### src/hw/rtl/ade_pkg.sv
// Shared types, constants and fixed-point helpers of the adaptive dynamics estimator.
// Used by ade_mulr, ade_est_mem and the top level adaptive_dynamics_estimator.
package ade_pkg;

  localparam int unsigned NumEst   = 6;
  localparam int unsigned EstAw    = 3;
  localparam int unsigned MulAw    = 51;
  localparam int unsigned MulBw    = 34;
  localparam int unsigned MulRw    = 62;
  localparam logic [30:0] MassMin  = 31'd16777;

  typedef enum logic [2:0] {
    CFG_FILTER_COEF_LIN   = 3'd0,
    CFG_FILTER_COEF_ANG   = 3'd1,
    CFG_DEAD_ZONE_LIN     = 3'd2,
    CFG_DEAD_ZONE_ANG     = 3'd3,
    CFG_SURFACE_GAIN_LIN  = 3'd4,
    CFG_SURFACE_SLOPE_LIN = 3'd5,
    CFG_SURFACE_GAIN_ANG  = 3'd6,
    CFG_SURFACE_SLOPE_ANG = 3'd7
  } cfg_idx_e;

  // One request to the shared rounding multiplier.
  typedef struct packed {
    logic                     start;
    logic                     s32;
    logic signed [MulAw-1:0]  a;
    logic signed [MulBw-1:0]  b;
  } mul_req_t;

  localparam logic signed [47:0] NOMINAL [NumEst] = '{
    48'sd1039811582, 48'sd1199154869, -48'sd5583457,
    48'sd4295396793, 48'sd1174673555, 48'sd4092674336
  };
  localparam logic signed [MulBw-1:0] LEAK_Q32 [NumEst] = '{
    34'sd4294967, 34'sd429497, 34'sd429497, 34'sd429497, 34'sd4294967, 34'sd429497
  };
  localparam logic signed [MulBw-1:0] GAIN_Q32 [NumEst] = '{
    34'sd4294967, 34'sd85899346, 34'sd85899346, 34'sd42949673, 34'sd85899346,
    34'sd85899346
  };
  localparam logic [24:0] TANH_TAB [17] = '{
    25'd0, 25'd4109054, 25'd7753039, 25'd10656031, 25'd12777430, 25'd14231838,
    25'd15185868, 25'd15793661, 25'd16173699, 25'd16408555, 25'd16552641,
    25'd16640645, 25'd16694249, 25'd16726844, 25'd16746646, 25'd16758668,
    25'd16765964
  };
  localparam logic [24:0] EXP_TAB [17] = '{
    25'd16777216, 25'd10175897, 25'd6171993, 25'd3743503, 25'd2270549,
    25'd1377158, 25'd835288, 25'd506628, 25'd307285, 25'd186378, 25'd113044,
    25'd68565, 25'd41587, 25'd25224, 25'd15299, 25'd9279, 25'd5628
  };

  function automatic logic signed [31:0] sat32(input logic signed [63:0] x);
    logic signed [31:0] r;
    if (x > 64'sd2147483647) begin
      r = 32'sh7fffffff;
    end else if (x < -64'sd2147483648) begin
      r = 32'sh80000000;
    end else begin
      r = x[31:0];
    end
    return r;
  endfunction

  function automatic logic signed [47:0] sat48(input logic signed [63:0] x);
    logic signed [47:0] r;
    if (x > 64'sd140737488355327) begin
      r = 48'sh7fffffffffff;
    end else if (x < -64'sd140737488355328) begin
      r = 48'sh800000000000;
    end else begin
      r = x[47:0];
    end
    return r;
  endfunction

  // Odd tanh from the table, step 0.25 in Q8.24, linear interpolation with floor.
  function automatic logic signed [25:0] tanh_q(input logic signed [39:0] x);
    logic [39:0] m;
    logic [3:0]  i;
    logic [24:0] lo;
    logic [24:0] diff;
    logic [46:0] prod;
    logic [25:0] v;
    m    = x[39] ? 40'(-x) : 40'(x);
    i    = m[25:22];
    lo   = TANH_TAB[i];
    diff = TANH_TAB[5'(i) + 5'd1] - lo;
    prod = 47'(diff) * 47'(m[21:0]);
    if (m[39:22] >= 18'd16) begin
      v = 26'(TANH_TAB[16]);
    end else begin
      v = 26'(lo) + 26'(prod[46:22]);
    end
    return x[39] ? -$signed(v) : $signed(v);
  endfunction

  // exp(-x) from the table, step 0.5 in Q8.24; the caller passes x = 2|y|.
  function automatic logic [24:0] exp_q(input logic [32:0] x);
    logic [3:0]          i;
    logic signed [25:0]  diff;
    logic signed [49:0]  prod;
    logic signed [26:0]  v;
    i    = x[26:23];
    diff = $signed({1'b0, EXP_TAB[5'(i) + 5'd1]}) - $signed({1'b0, EXP_TAB[i]});
    prod = 50'(diff) * $signed({1'b0, 49'(x[22:0])});
    v    = $signed(27'(EXP_TAB[i])) + 27'(prod >>> 23);
    if (x[32:23] >= 10'd16) begin
      return EXP_TAB[16];
    end
    return v[24:0];
  endfunction

endpackage

### src/hw/rtl/ade_mulr.sv
// Shared rounding multiplier: round(a*b / 2^s), half away from zero, s = 24 or 32.
// Low then high partial product, a registered result and done_o. Uses ade_pkg.
module ade_mulr (
  input  logic                            clk_i,
  input  logic                            rst_ni,
  input  ade_pkg::mul_req_t               req_i,
  output logic                            done_o,
  output logic signed [ade_pkg::MulRw-1:0] res_o
);
  import ade_pkg::*;

  logic [MulAw-1:0] ma_q;
  logic [MulBw-2:0] mb_q;
  logic             neg_q, s32_q;
  logic [57:0]      lo_q;
  logic [59:0]      hi_q;
  logic [60:0]      sum;
  logic [60:0]      mag;
  logic signed [MulRw-1:0] res_q;
  logic [3:0]       vld_q;

  always_ff @(posedge clk_i or negedge rst_ni) begin
    if (!rst_ni) begin
      vld_q <= '0;
    end else begin
      vld_q <= {vld_q[2:0], req_i.start};
    end
  end

  assign sum = 61'(hi_q) + 61'(lo_q[57:24]);
  assign mag = s32_q ? (sum >> 8) : sum;

  always_ff @(posedge clk_i) begin
    if (req_i.start) begin
      ma_q  <= req_i.a[MulAw-1] ? MulAw'(-req_i.a) : MulAw'(req_i.a);
      mb_q  <= req_i.b[MulBw-1] ? (MulBw-1)'(-req_i.b) : (MulBw-1)'(req_i.b);
      neg_q <= req_i.a[MulAw-1] ^ req_i.b[MulBw-1];
      s32_q <= req_i.s32;
    end
    if (vld_q[0]) begin
      lo_q <= 58'(ma_q[23:0]) * 58'(mb_q) + (s32_q ? (58'd1 << 31) : (58'd1 << 23));
    end
    if (vld_q[1]) begin
      hi_q <= 60'(ma_q[MulAw-1:24]) * 60'(mb_q);
    end
    if (vld_q[2]) begin
      res_q <= neg_q ? -$signed(MulRw'(mag)) : $signed(MulRw'(mag));
    end
  end

  assign done_o = vld_q[3];
  assign res_o  = res_q;

endmodule

### config.mk
export PLATFORM = sky130hd
export DESIGN_NAME = ade_mulr
export DESIGN_NICKNAME = d
export VERILOG_FILES = /design/src/hw/rtl/ade_pkg.sv /design/src/hw/rtl/ade_mulr.sv
export SDC_FILE = /design/constraint.sdc
export NUM_CORES = 2
export LEC_CHECK = 0
export BUFFER_PORTS_ARGS = -buffer_cell sky130_fd_sc_hd__buf_4
export CORE_ASPECT_RATIO = 0.9
export CORE_MARGIN = 8
export CORE_UTILIZATION = 63
export DETAILED_ROUTE_END_ITERATION = 10
export GPL_ROUTABILITY_DRIVEN = 0
export PLACE_DENSITY = 0.8
export SLEW_MARGIN = 20
export SYNTH_ARGS = -nofsm -noshare
export SYNTH_HDL_FRONTEND = slang
export SYNTH_SLANG_ARGS = --single-unit
### constraint.sdc
create_clock -name clk_i -period 10.4 [get_ports clk_i]
set_input_delay 1.04 -clock clk_i [delete_from_list [all_inputs] [get_ports clk_i]]
set_output_delay 1.04 -clock clk_i [all_outputs]
set_load 0.005 [all_outputs]
==> results.yml <==
yosys:
  synth_top_cell_by_area: "fa_1"
  synth_seq_cells: 246
  yosysWarnings: 0
  seq_area_frac_synth_pct: 10.9
  synth_top_family_by_area: "adder cells"
  syn_area_per_cell_sq_um: 9.20
  synthDistinctLibCells: 99
  synth_compound_area_share_pct: 5.97
  synthAdderAreaFrac_pct: 51.4
  synth-async-reset-ratio_pct: 1.63
  synthXorXnorAreaFrac_pct: 3.33
  synth_mux_area_share_pct: 0.337
  synth_edf_count: 242
  yosys.area.top_type_share_pct: 43.1
  synth-simple-area-share_pct: 16.7
  syn-num-nets: 9339
  syn_inst: 7345
  synth_top_flop_cell: "edfxtp_1"
  synth_area_leaders: "fa_1, edfxtp_1, inv_1"
  syn_area_sq_um: 67600
clocking:
  clk_pin_slew_worst_paths_ns: 0.07
  root_buffer: "clkbuf_16"
  clock_latency_ns: 0.61
  htree_levels: 1
  cts_buffers: 26
  cts_hold_buffers: 0
  cts.sinks: 246
  cts_setup_buffers: 0
  cts_tree: "built"
  cts_resized: 0
  cts_buffer_depth: 3
final_layout:
  ff_latch_area_sq_um: 7370
  nets: 9261
  final_cell_mix: "inv_1, fa_1, nand2_1"
  n_fill_cell: 8377
  final_common_cell: "inv_1"
  multiInputGateArea_sq_um: 52600
  syn_to_final_growth_pct: 4.76
  final_layout_size_suffix_gt1_share_pct: 5.23
floorplan:
  die-area_sq_um: 118000
  die_w_um: 361
  die_y_um: 327
  ioPinCount: 152
  std_cell_rows: 114
  coreArea_sq_um: 107000
  start_util_pct: 63.2
sta:
  tightest_slew_ns: 1.21
  skew_ns: 0.0312
  setup_viol_count_final: 0
  slew_viol_final: 0
  rsz0062_at_grt: "false"
  layout_min_cycle_time_ns: 8.85
  finalCritPeriodShare_pct: 85.1
  hold_viol: 0
  hold_ws_ns: 0.235
  max_freq_mhz: 113
  tns_ns: 0
  slew-limit-headroom_pct: 19.0
critical_path:
  cp_common_cell: "fa_1"
  cpLargestDelayFamily: "adder cells"
  critical_path.startpoint_type: "register"
  crit_fanout: 27
  worstSetupEndpointType: "register"
  cpPeakStageDelay_ns: 1.05
  arrival_ns: 9.18
  critPathBufInv: 4
  cp.required_ns: 10.73
  crit_type: "reg -> reg"
  cp_slowest_cell: "edfxtp_1"
drt:
  dr_total_vias: 51100
  wl_um: 185000
  ant_nets: 0
  dr.pass1.iters: 8
  drtIter0Drc: 5139
  viasPerCell: 5.89
  drc: 0
  routedWlPerCell_um: 21.3
placed_design:
  hpwl_um: 144000
  port_buffers: 151
global_route:
  overflow: 0
  grt_pass1_vias: 55500
  grt_usage_pct: 31.9
  grt_max_degree: 90
  antenna_found_initial: 2
  grt_pass1_wl_um: 299000
min_path:
  hold_class: "in -> async"
outcome:
  outcome: "complete, no violations"
job:
  drv_cap: 0
-- worst reg2reg max path: stages, from the launching register on --
cell and delay (ns):
edfxtp_1 1.05, buf_4 0.53, nand2_1 0.15, fa_1 0.53, fa_1 0.55, inv_1 0.05
fa_1 0.48, fa_1 0.57, fa_1 0.44, fa_1 0.49, inv_1 0.05, fa_1 0.50
inv_1 0.05, ha_1 0.35, a21o_1 0.20, a21o_1 0.16, a21oi_1 0.17, o21ai_0 0.15
a221o_1 0.38, o31ai_1 0.42, a21oi_1 0.16, o21ai_0 0.35, o31ai_1 0.19, a221o_1 0.34
a21oi_1 0.18, xnor2_1 0.09
-- final timing paths --
kind,startpoint,to,slack (ns),depth (start not counted)
worst max-delay path,mb_q[12]$_DFFE_PP_,hi_q[59]$_DFFE_PP_,1.55,25
worst min-delay path,rst_ni,vld_q[0]$_DFF_PN0_,0.23,1
worst max register to register,mb_q[12]$_DFFE_PP_,hi_q[59]$_DFFE_PP_,1.55,25
worst min register to register,vld_q[1]$_DFF_PN0_,vld_q[2]$_DFF_PN0_,0.39,0
max in group asynchronous,rst_ni,vld_q[2]$_DFF_PN0_,10.05,1
min in group clk_i,vld_q[1]$_DFF_PN0_,vld_q[2]$_DFF_PN0_,0.39,0
-- routing by layer --
metal / track usage, % / routed length [um] / share of wire, % / up-vias
met2: 48.7 / 80600 / 44 / 3283
li1: - / - / - / 21900
met4: 10.6 / 7420 / 4.0 / 2
met3: 10.9 / 25800 / 14 / 510
met5: 0 / 13 / 0.0070 / -
met1: 43.1 / 71400 / 39 / 25400
-- stage by stage --
stage | util, % | instances | worst slack, ns | instance area [sq um]
finish | 66.2 | 8681 | 1.55 | 70800
global route | 66.2 | 8679 | 1.11 | 70800
CTS | 66.2 | 8678 | 1.68 | 70800
detailed placement | 65.4 | 8630 | 1.73 | 70000
global placement | 65.4 | 8628 | 1.94 | 69900
floorplan | - | 7345 | 3.05 | 67600
-- final cells by class --
| cell class | instances | share of cell area, % |
|---|---|---|
| Multi-Input combinational cell | 5078 | 74.3 |
| Sequential cell | 246 | 10.4 |
| Inverter | 1641 | 8.70 |
| Timing Repair Buffer | 274 | 2.97 |
| Tap cell | 1392 | 2.46 |
| Clock buffer | 28 | 0.929 |
| Clock inverter | 20 | 0.244 |
| Antenna cell | 2 | 0.00707 |
-- cells in the mapped netlist, types with 6 or more instances --
master / count
a211o_1: 6
a211oi_1: 17
a21boi_0: 9
a21o_1: 64
a21oi_1: 142
a221oi_1: 7
a31oi_1: 23
and2_1: 751
and3_1: 25
and4_1: 9
buf_1: 9
buf_2: 16
clkbuf_1: 352
edfxtp_1: 242
fa_1: 1457
ha_1: 448
inv_1: 1639
mux2_2: 6
mux2i_1: 16
nand2_1: 1100
nand2b_1: 25
nand3_1: 45
nand3b_1: 6
nand4_1: 33
nor2_1: 142
nor2b_1: 13
nor3_1: 56
nor4_1: 15
o211ai_1: 16
o21a_1: 26
o21ai_0: 103
o21ai_1: 25
o21bai_1: 14
o31a_1: 7
o31ai_1: 48
o41ai_1: 14
or2_2: 8
or3_1: 23
or4_1: 20
xnor2_1: 200
xor2_1: 55
-- registers in the layout, indices dropped and copies added, names as in the netlist --
name,cells
neg_q,1
vld_q,4
mb_q,33
hi_q,60
res_o,62
ma_q,51
s32_q,1
lo_q,34
-- cell families (layout without fill, tap and decap cells) --
group,after synthesis,after routing
AOI/OAI and AO/OA,596,596
xor gates and xnor gates,256,256
adders and majority gates,1905,1905
buffers and inverters,2021,1963
DFF,246,246
muxes,22,22
other,0,2
and+or+nand+nor,2299,2299
Power is not shown: default switching activity piles up to over one toggle a cycle in this logic, so the estimate is an artifact.
