$ cat src/hw/rtl/ade_pkg.sv
// Shared types, constants and fixed-point helpers of the adaptive dynamics estimator.
// Used by ade_mulr, ade_est_mem and the top level adaptive_dynamics_estimator.
package ade_pkg;

  localparam int unsigned NumEst   = 6;
  localparam int unsigned EstAw    = 3;
  localparam int unsigned MulAw    = 51;
  localparam int unsigned MulBw    = 34;
  localparam int unsigned MulRw    = 62;
  localparam logic [30:0] MassMin  = 31'd16777;

  typedef enum logic [2:0] {
    CFG_FILTER_COEF_LIN   = 3'd0,
    CFG_FILTER_COEF_ANG   = 3'd1,
    CFG_DEAD_ZONE_LIN     = 3'd2,
    CFG_DEAD_ZONE_ANG     = 3'd3,
    CFG_SURFACE_GAIN_LIN  = 3'd4,
    CFG_SURFACE_SLOPE_LIN = 3'd5,
    CFG_SURFACE_GAIN_ANG  = 3'd6,
    CFG_SURFACE_SLOPE_ANG = 3'd7
  } cfg_idx_e;

  // One request to the shared rounding multiplier.
  typedef struct packed {
    logic                     start;
    logic                     s32;
    logic signed [MulAw-1:0]  a;
    logic signed [MulBw-1:0]  b;
  } mul_req_t;

  localparam logic signed [47:0] NOMINAL [NumEst] = '{
    48'sd1039811582, 48'sd1199154869, -48'sd5583457,
    48'sd4295396793, 48'sd1174673555, 48'sd4092674336
  };
  localparam logic signed [MulBw-1:0] LEAK_Q32 [NumEst] = '{
    34'sd4294967, 34'sd429497, 34'sd429497, 34'sd429497, 34'sd4294967, 34'sd429497
  };
  localparam logic signed [MulBw-1:0] GAIN_Q32 [NumEst] = '{
    34'sd4294967, 34'sd85899346, 34'sd85899346, 34'sd42949673, 34'sd85899346,
    34'sd85899346
  };
  localparam logic [24:0] TANH_TAB [17] = '{
    25'd0, 25'd4109054, 25'd7753039, 25'd10656031, 25'd12777430, 25'd14231838,
    25'd15185868, 25'd15793661, 25'd16173699, 25'd16408555, 25'd16552641,
    25'd16640645, 25'd16694249, 25'd16726844, 25'd16746646, 25'd16758668,
    25'd16765964
  };
  localparam logic [24:0] EXP_TAB [17] = '{
    25'd16777216, 25'd10175897, 25'd6171993, 25'd3743503, 25'd2270549,
    25'd1377158, 25'd835288, 25'd506628, 25'd307285, 25'd186378, 25'd113044,
    25'd68565, 25'd41587, 25'd25224, 25'd15299, 25'd9279, 25'd5628
  };

  function automatic logic signed [31:0] sat32(input logic signed [63:0] x);
    logic signed [31:0] r;
    if (x > 64'sd2147483647) begin
      r = 32'sh7fffffff;
    end else if (x < -64'sd2147483648) begin
      r = 32'sh80000000;
    end else begin
      r = x[31:0];
    end
    return r;
  endfunction

  function automatic logic signed [47:0] sat48(input logic signed [63:0] x);
    logic signed [47:0] r;
    if (x > 64'sd140737488355327) begin
      r = 48'sh7fffffffffff;
    end else if (x < -64'sd140737488355328) begin
      r = 48'sh800000000000;
    end else begin
      r = x[47:0];
    end
    return r;
  endfunction

  // Odd tanh from the table, step 0.25 in Q8.24, linear interpolation with floor.
  function automatic logic signed [25:0] tanh_q(input logic signed [39:0] x);
    logic [39:0] m;
    logic [3:0]  i;
    logic [24:0] lo;
    logic [24:0] diff;
    logic [46:0] prod;
    logic [25:0] v;
    m    = x[39] ? 40'(-x) : 40'(x);
    i    = m[25:22];
    lo   = TANH_TAB[i];
    diff = TANH_TAB[5'(i) + 5'd1] - lo;
    prod = 47'(diff) * 47'(m[21:0]);
    if (m[39:22] >= 18'd16) begin
      v = 26'(TANH_TAB[16]);
    end else begin
      v = 26'(lo) + 26'(prod[46:22]);
    end
    return x[39] ? -$signed(v) : $signed(v);
  endfunction

  // exp(-x) from the table, step 0.5 in Q8.24; the caller passes x = 2|y|.
  function automatic logic [24:0] exp_q(input logic [32:0] x);
    logic [3:0]          i;
    logic signed [25:0]  diff;
    logic signed [49:0]  prod;
    logic signed [26:0]  v;
    i    = x[26:23];
    diff = $signed({1'b0, EXP_TAB[5'(i) + 5'd1]}) - $signed({1'b0, EXP_TAB[i]});
    prod = 50'(diff) * $signed({1'b0, 49'(x[22:0])});
    v    = $signed(27'(EXP_TAB[i])) + 27'(prod >>> 23);
    if (x[32:23] >= 10'd16) begin
      return EXP_TAB[16];
    end
    return v[24:0];
  endfunction

endpackage

$ cat src/hw/rtl/ade_est_mem.sv
// Six-entry estimate store, one write and one registered read per cycle.
// Depends on ade_pkg for its depth and address width.
module ade_est_mem (
  input  logic                           clk_i,
  input  logic                           we_i,
  input  logic [ade_pkg::EstAw-1:0]      waddr_i,
  input  logic signed [47:0]             wdata_i,
  input  logic                           re_i,
  input  logic [ade_pkg::EstAw-1:0]      raddr_i,
  output logic signed [47:0]             rdata_o
);
  import ade_pkg::*;

  logic signed [47:0] mem [NumEst];
  logic signed [47:0] rdata_q;

  always_ff @(posedge clk_i) begin
    if (we_i) begin
      mem[waddr_i] <= wdata_i;
    end
    if (re_i) begin
      rdata_q <= mem[raddr_i];
    end
  end

  assign rdata_o = rdata_q;

endmodule

$ cat config.mk
export PLATFORM = sky130hd
export DESIGN_NAME = ade_est_mem
export DESIGN_NICKNAME = d
export VERILOG_FILES = /design/src/hw/rtl/ade_pkg.sv /design/src/hw/rtl/ade_est_mem.sv
export SDC_FILE = /design/constraint.sdc
export NUM_CORES = 1
export LEC_CHECK = 0
export ABC_AREA = 1
export ABC_CLOCK_PERIOD_IN_PS = 5100
export BUFFER_PORTS_ARGS = -buffer_cell sky130_fd_sc_hd__buf_2
export CORE_UTILIZATION = 64
export CTS_CLUSTER_DIAMETER = 150
export CTS_CLUSTER_SIZE = 28
export DETAILED_ROUTE_END_ITERATION = 8
export PLACE_DENSITY_LB_ADDON = 0.08
export REMOVE_ABC_BUFFERS = 1
export SETUP_SLACK_MARGIN = 0.05
export SYNTH_ARGS = -nofsm -noshare
export SYNTH_HDL_FRONTEND = slang
export SYNTH_SLANG_ARGS = --single-unit
$ cat constraint.sdc
create_clock -name clk_i -period 5.1 [get_ports clk_i]
set_input_delay 0.51 -clock clk_i [delete_from_list [all_inputs] [get_ports clk_i]]
set_output_delay 0.51 -clock clk_i [all_outputs]
set_load 0.01 [all_outputs]
==> results of run 1 <==
## metal layers
| layer | track usage (%) | wire [um] | vias up |
|---|---|---|---|
| met5 | 0 | 23 | - |
| met4 | 5.49 | 361 | 4 |
| met3 | 3.62 | 1580 | 27 |
| met2 | 40.6 | 11700 | 257 |
| met1 | 35.1 | 10400 | 3494 |
| li1 | - | - | 3442 |
## registers in the layout, summed over array words and instances (netlist names)
| name | flops |
|---|---|
| mem | 288 |
| rdata_o | 48 |
## critical path, delay by kind of cell
family / cells / cell delay [ns]
buffers and inverters: 3 / 1.78
AND/OR/NAND/NOR: 4 / 0.39
## power by group through the flow
stage | sequential (W) | clock (W) | combinational, W
final | 0.00318 | 0.00128 | 0.000313
after detailed placement | 0.00324 | 0 | 0.000316
after CTS | 0.00318 | 0.00131 | 0.000317
after global placement | 0.00324 | 0 | 0.000305
after floorplan | 0.00326 | 0 | 0.000136
after global routing | 0.00319 | 0.00139 | 0.000354
## metrics by stage
stage | instances | util [%]
2_1_floorplan | 881 | -
3_3_place_gp | 1261 | 68.7
3_5_place_dp | 1261 | 68.7
4_1_cts | 1276 | 70.6
5_1_grt | 1277 | 70.6
6_report | 1277 | 70.6
## cell families after synthesis
group,after synthesis
compound gates,48
buf+inv,57
flops,336
simple gates,491
## final cells by class
class                      instances  area share [%]
sequential                       336            73.4
multi-input combinational        539            16.8
timing repair buffer             115            4.41
clock buffer                      15            2.73
tap                              265            2.41
inverter                           6           0.191
antenna                            1          0.0182
## cells in the mapped netlist
| cell | n |
|---|---|
| buf_2 | 21 |
| nand2_1 | 245 |
| edfxtp_1 | 336 |
| nor2_1 | 102 |
| buf_4 | 8 |
| buf_6 | 7 |
| inv_1 | 4 |
| o21ai_0 | 48 |
| inv_4 | 1 |
| clkinv_1 | 1 |
| nand3_1 | 144 |
| clkbuf_1 | 15 |
## path summary, 6_finish.rpt
path | from | to | depth (start not counted)
setup / recovery | raddr_i[0] | rdata_o[39] | 7
hold / removal | wdata_i[39] | mem[3][39] | 1
setup reg to reg | mem[1][40] | rdata_o[40] | 4
hold reg to reg | mem[5][16] | rdata_o[16] | 2
==> flow_summary.ini, run 1 <==
[die]
initial_core_util_pct = 65.1
fp.coreArea_sq_mm = 0.0195
pin_count = 105
dieArea_sq_mm = 0.0204
fp.dieW_um = 143
rows = 51
dieHeight_um = 143

[clock_network]
cts_tree = done
root_buffer = clkbuf_16
ctsHoldBuffers = 0
numCtsBuffers = 15
clkTransAtPathRegs_ns = 0.10
cts-resized-gates = 0
htreeDepth = 1
max-clock-path-buffers = 3
cts_setup_buffers = 0
insertion_delay_ns = 0.49
cts_sinks = 336

[cells_and_area]
fillers = 1329
final_common_cell = edfxtp_1
fin_area_sq_mm = 0.0137
mostFrequentLayoutCells = edfxtp_1 (336), nand2_1 (245), nand3_1 (144)
area_growth_pct = 8.37
final-seq-area_sq_mm = 0.0101
drive_gt1_share_pct = 13.7
fin_nets = 1070
multi_input_area_sq_mm = 0.00231

[yosys]
ys_ff_latch = 336
syn-cell-area_sq_mm = 0.0127
synth-simple-area-share_pct = 16.0
synth_top_family_by_area = simple AND/OR/NAND/NOR gates
synth_xor_area_share_pct = 0
synthDistinctLibCells = 12
muxShareOfSynthArea_pct = 0
synthCells = 932
synth-adder-area-share_pct = 0
synthTopCellsByArea = edfxtp_1 (80%), nand2_1 (7.3%), nand3_1 (5.7%)
synth.largest_area_cell = edfxtp_1
seq_area_frac_synth_pct = 79.6
synth_compound_area_share_pct = 1.89
syn_area_per_cell_sq_um = 13.6
synth_top_area_share_pct = 79.6
synth_warnings = 0

[sta]
final-max-slew-violation-count = 0
max_freq_ghz = 0.392
rsz0062_at_grt = no
worst_pin_slew_ns = 1.15
fin_crit_ns = 2.55
setup_viol = 0
postLayoutSetupSlackWorst_ns = 2.55
clock_skew_ns = 0.00964
max-slew-margin-rel_pct = 23.1
final.setup.tns_ns = 0
finalHoldViolCount = 0
holdWs_ns = 0.252
period_share_pct = 50.1

[setup_path]
r2r_slack_ns = 4.06
start_kind = input pin
path_class = input pin to flip-flop
arrival_ns = 2.80
worst_path_max_delay_cell = buf_4
critPathRequiredTime_ns = 5.34
worst-path-max-fanout = 115
max_stage_delay_ns = 0.68
crit_chain = buf_4, inv_4, buf_4, nand2_1, nand3_1, nand3_1, nand2_1
crit_path_end_kind = flip-flop

[power_and_ir_drop]
total_power_w = 0.00477
p_sw_w = 0.000993
internal_power_w = 0.00378
clkPwrFrac_pct = 26.8
p_leak_nw = 4.94
vdd_drop_max_v = 0.000397
p_seq_share_pct = 66.6
power_frac_comb_pct = 6.6
switching_share_pct = 20.8
powerDensity_mw_per_mm2 = 347

[routing]
num_vias = 7224
firstDrtPassIters = 5
drt-wirelength-per-cell_um = 18.8
drt-initial-drc-count = 701
via_per_inst = 5.66
route.detailed.drc = 0
wirelength_um = 24100
ant_nets = 0

[global_routing]
grt_max_degree = 116
grt_usage_pct = 24.6
grt_pass1_wl_um = 37200
antenna_found_initial = 3
overflow = 0
grt_pass1_vias = 6791

[place]
routabilityCongestion = 0.743
place_ws_ns = 2.04
placed_area_sq_mm = 0.0134
dp_hpwl_um = 12000
port_buffers = 104

[hold_path]
hold_class = input pin to flip-flop

[job]
drv_cap = 0

[status]
status = completed
No activity file was read; power rests on OpenSTA's default activity.
==> run 2, diff against run 1 <==
ABC_CLOCK_PERIOD_IN_PS = 2080   (was 5100)
CORE_UTILIZATION = 53   (was 64)
clock period = 2.08 ns   (was 5.1 ns; I/O delays follow)
==> run 2 against run 1 <==
Against the previous run:
- via count up 2.7%
- largest cell class unchanged
- sequential power up 140%
- sequential share of layout area down 4.0 points
- non-clock buffer count up 61
- first-iteration DRC count down 21%
==> flow_summary.ini, run 2 (synthesized netlist as in run 1, its figures left out) <==
[status]
status = completed

[setup_path]
r2r_slack_ns = 1.08
arrival_ns = 1.09
crit_cells = 1
crit_path_end_kind = output pin
r2r_start = mem[4][2]
crit_end = rdata_o[8]
cp_top_family = flip-flops
worst_path_max_delay_cell = edfxtp_1
critPathRequiredTime_ns = 1.87
path_class = flip-flop to output pin
crit_chain = buf_2
worst-path-max-fanout = 1
cp-startpoint = rdata_o[8]
start_kind = flip-flop
r2r-end = rdata_o[2]
r2r.worst_path.cells = 4
cp_num_buf_inv = 1
max_stage_delay_ns = 0.44

[clock_network]
numCtsBuffers = 15
clkTransAtPathRegs_ns = 0.10
htreeDepth = 1
ctsHoldBuffers = 48
cts_sinks = 336
cts_setup_buffers = 0
cts_tree = done
root_buffer = clkbuf_16
insertion_delay_ns = 0.49
cts-resized-gates = 0
max-clock-path-buffers = 3

[routing]
via_per_inst = 5.33
ant_nets = 0
num_vias = 7416
drt-initial-drc-count = 554
route.detailed.drc = 0
drt-wirelength-per-cell_um = 17.9
wirelength_um = 24900
firstDrtPassIters = 5

[power_and_ir_drop]
p_leak_nw = 5.25
total_power_w = 0.0118
powerDensity_mw_per_mm2 = 813
vdd_drop_max_v = 0.000653

[sta]
rsz0062_at_grt = no
fin_crit_ns = 1.30
period_share_pct = 62.3
worst_pin_slew_ns = 0.535
postLayoutSetupSlackWorst_ns = 0.784
clock_skew_ns = 0.0113
finalHoldViolCount = 0
final.setup.tns_ns = 0
max-slew-margin-rel_pct = 64.3
max_freq_ghz = 0.771
holdWs_ns = 0.256
final-max-slew-violation-count = 0
setup_viol = 0

[die]
pin_count = 105
rows = 56
dieArea_sq_mm = 0.0245
fp.dieW_um = 157
dieHeight_um = 157
initial_core_util_pct = 54.0
fp.coreArea_sq_mm = 0.0235

[cells_and_area]
fillers = 1794
largest-register = mem
final_common_cell = edfxtp_1
largest_reg_flops = 288
fin_area_sq_mm = 0.0145
area_growth_pct = 14.6
mostFrequentLayoutCells = edfxtp_1 (336), nand2_1 (245), nand3_1 (144)
drive_gt1_share_pct = 14.2
diodes = 0
fin_nets = 1131

[global_routing]
overflow = 0
grt_max_degree = 77
antenna_found_initial = 0
grt_pass1_vias = 7025
grt_pass1_wl_um = 38900
grt_usage_pct = 21.0

[place]
place_ws_ns = 0.604
port_buffers = 104
placed_area_sq_mm = 0.0137
dp_hpwl_um = 13100
routabilityCongestion = 0.709

[job]
drv_cap = 0

[hold_path]
hold_class = input pin to flip-flop
min_from = re_i
run 2: cell type report:
cell class                      count  area (sq um)  area share [%]
Inverter                            6          26.3           0.181
Timing Repair Buffer              176          1330            9.18
Tap cell                          319           399            2.75
Clock buffer                       15           375            2.58
Multi-Input combinational cell    539          2310            15.9
Sequential cell                   336         10100            69.4
run 2: worst min path at each step:
| stage | to | depth (start not counted) |
|---|---|---|
| after detailed placement | mem[3][15] | 1 |
| after global routing | rdata_o[31] | 2 |
| after global placement | mem[3][15] | 1 |
| final | rdata_o[31] | 2 |
| after floorplan | mem[0][0] | 0 |
| after CTS | rdata_o[36] | 2 |
run 2: metal layers:
layer / global-route usage (%) / vias up / share of wire [%]
met3: 2.41 / 15 / 5.4
met4: 3.31 / 0 / 0.81
li1: - / 3560 / -
met1: 29.6 / 3656 / 45
met2: 35.9 / 185 / 48
met5: 0 / - / 0
run 2: where the power goes:
part           switching (W)  internal, W  leakage, nW  total (W)
Combinational       0.000566     0.000325         1.97   0.000892
Clock                0.00183      0.00131        0.185    0.00313
Sequential         0.0000618      0.00773         3.09    0.00779
Total                0.00246      0.00936         5.25     0.0118
run 2: per-stage QoR:
step	util, %	std cells
floorplan	-	881
CTS	61.9	1391
detailed placement	58.3	1328
finish	61.9	1391
global route	61.9	1391
global placement	58.3	1328
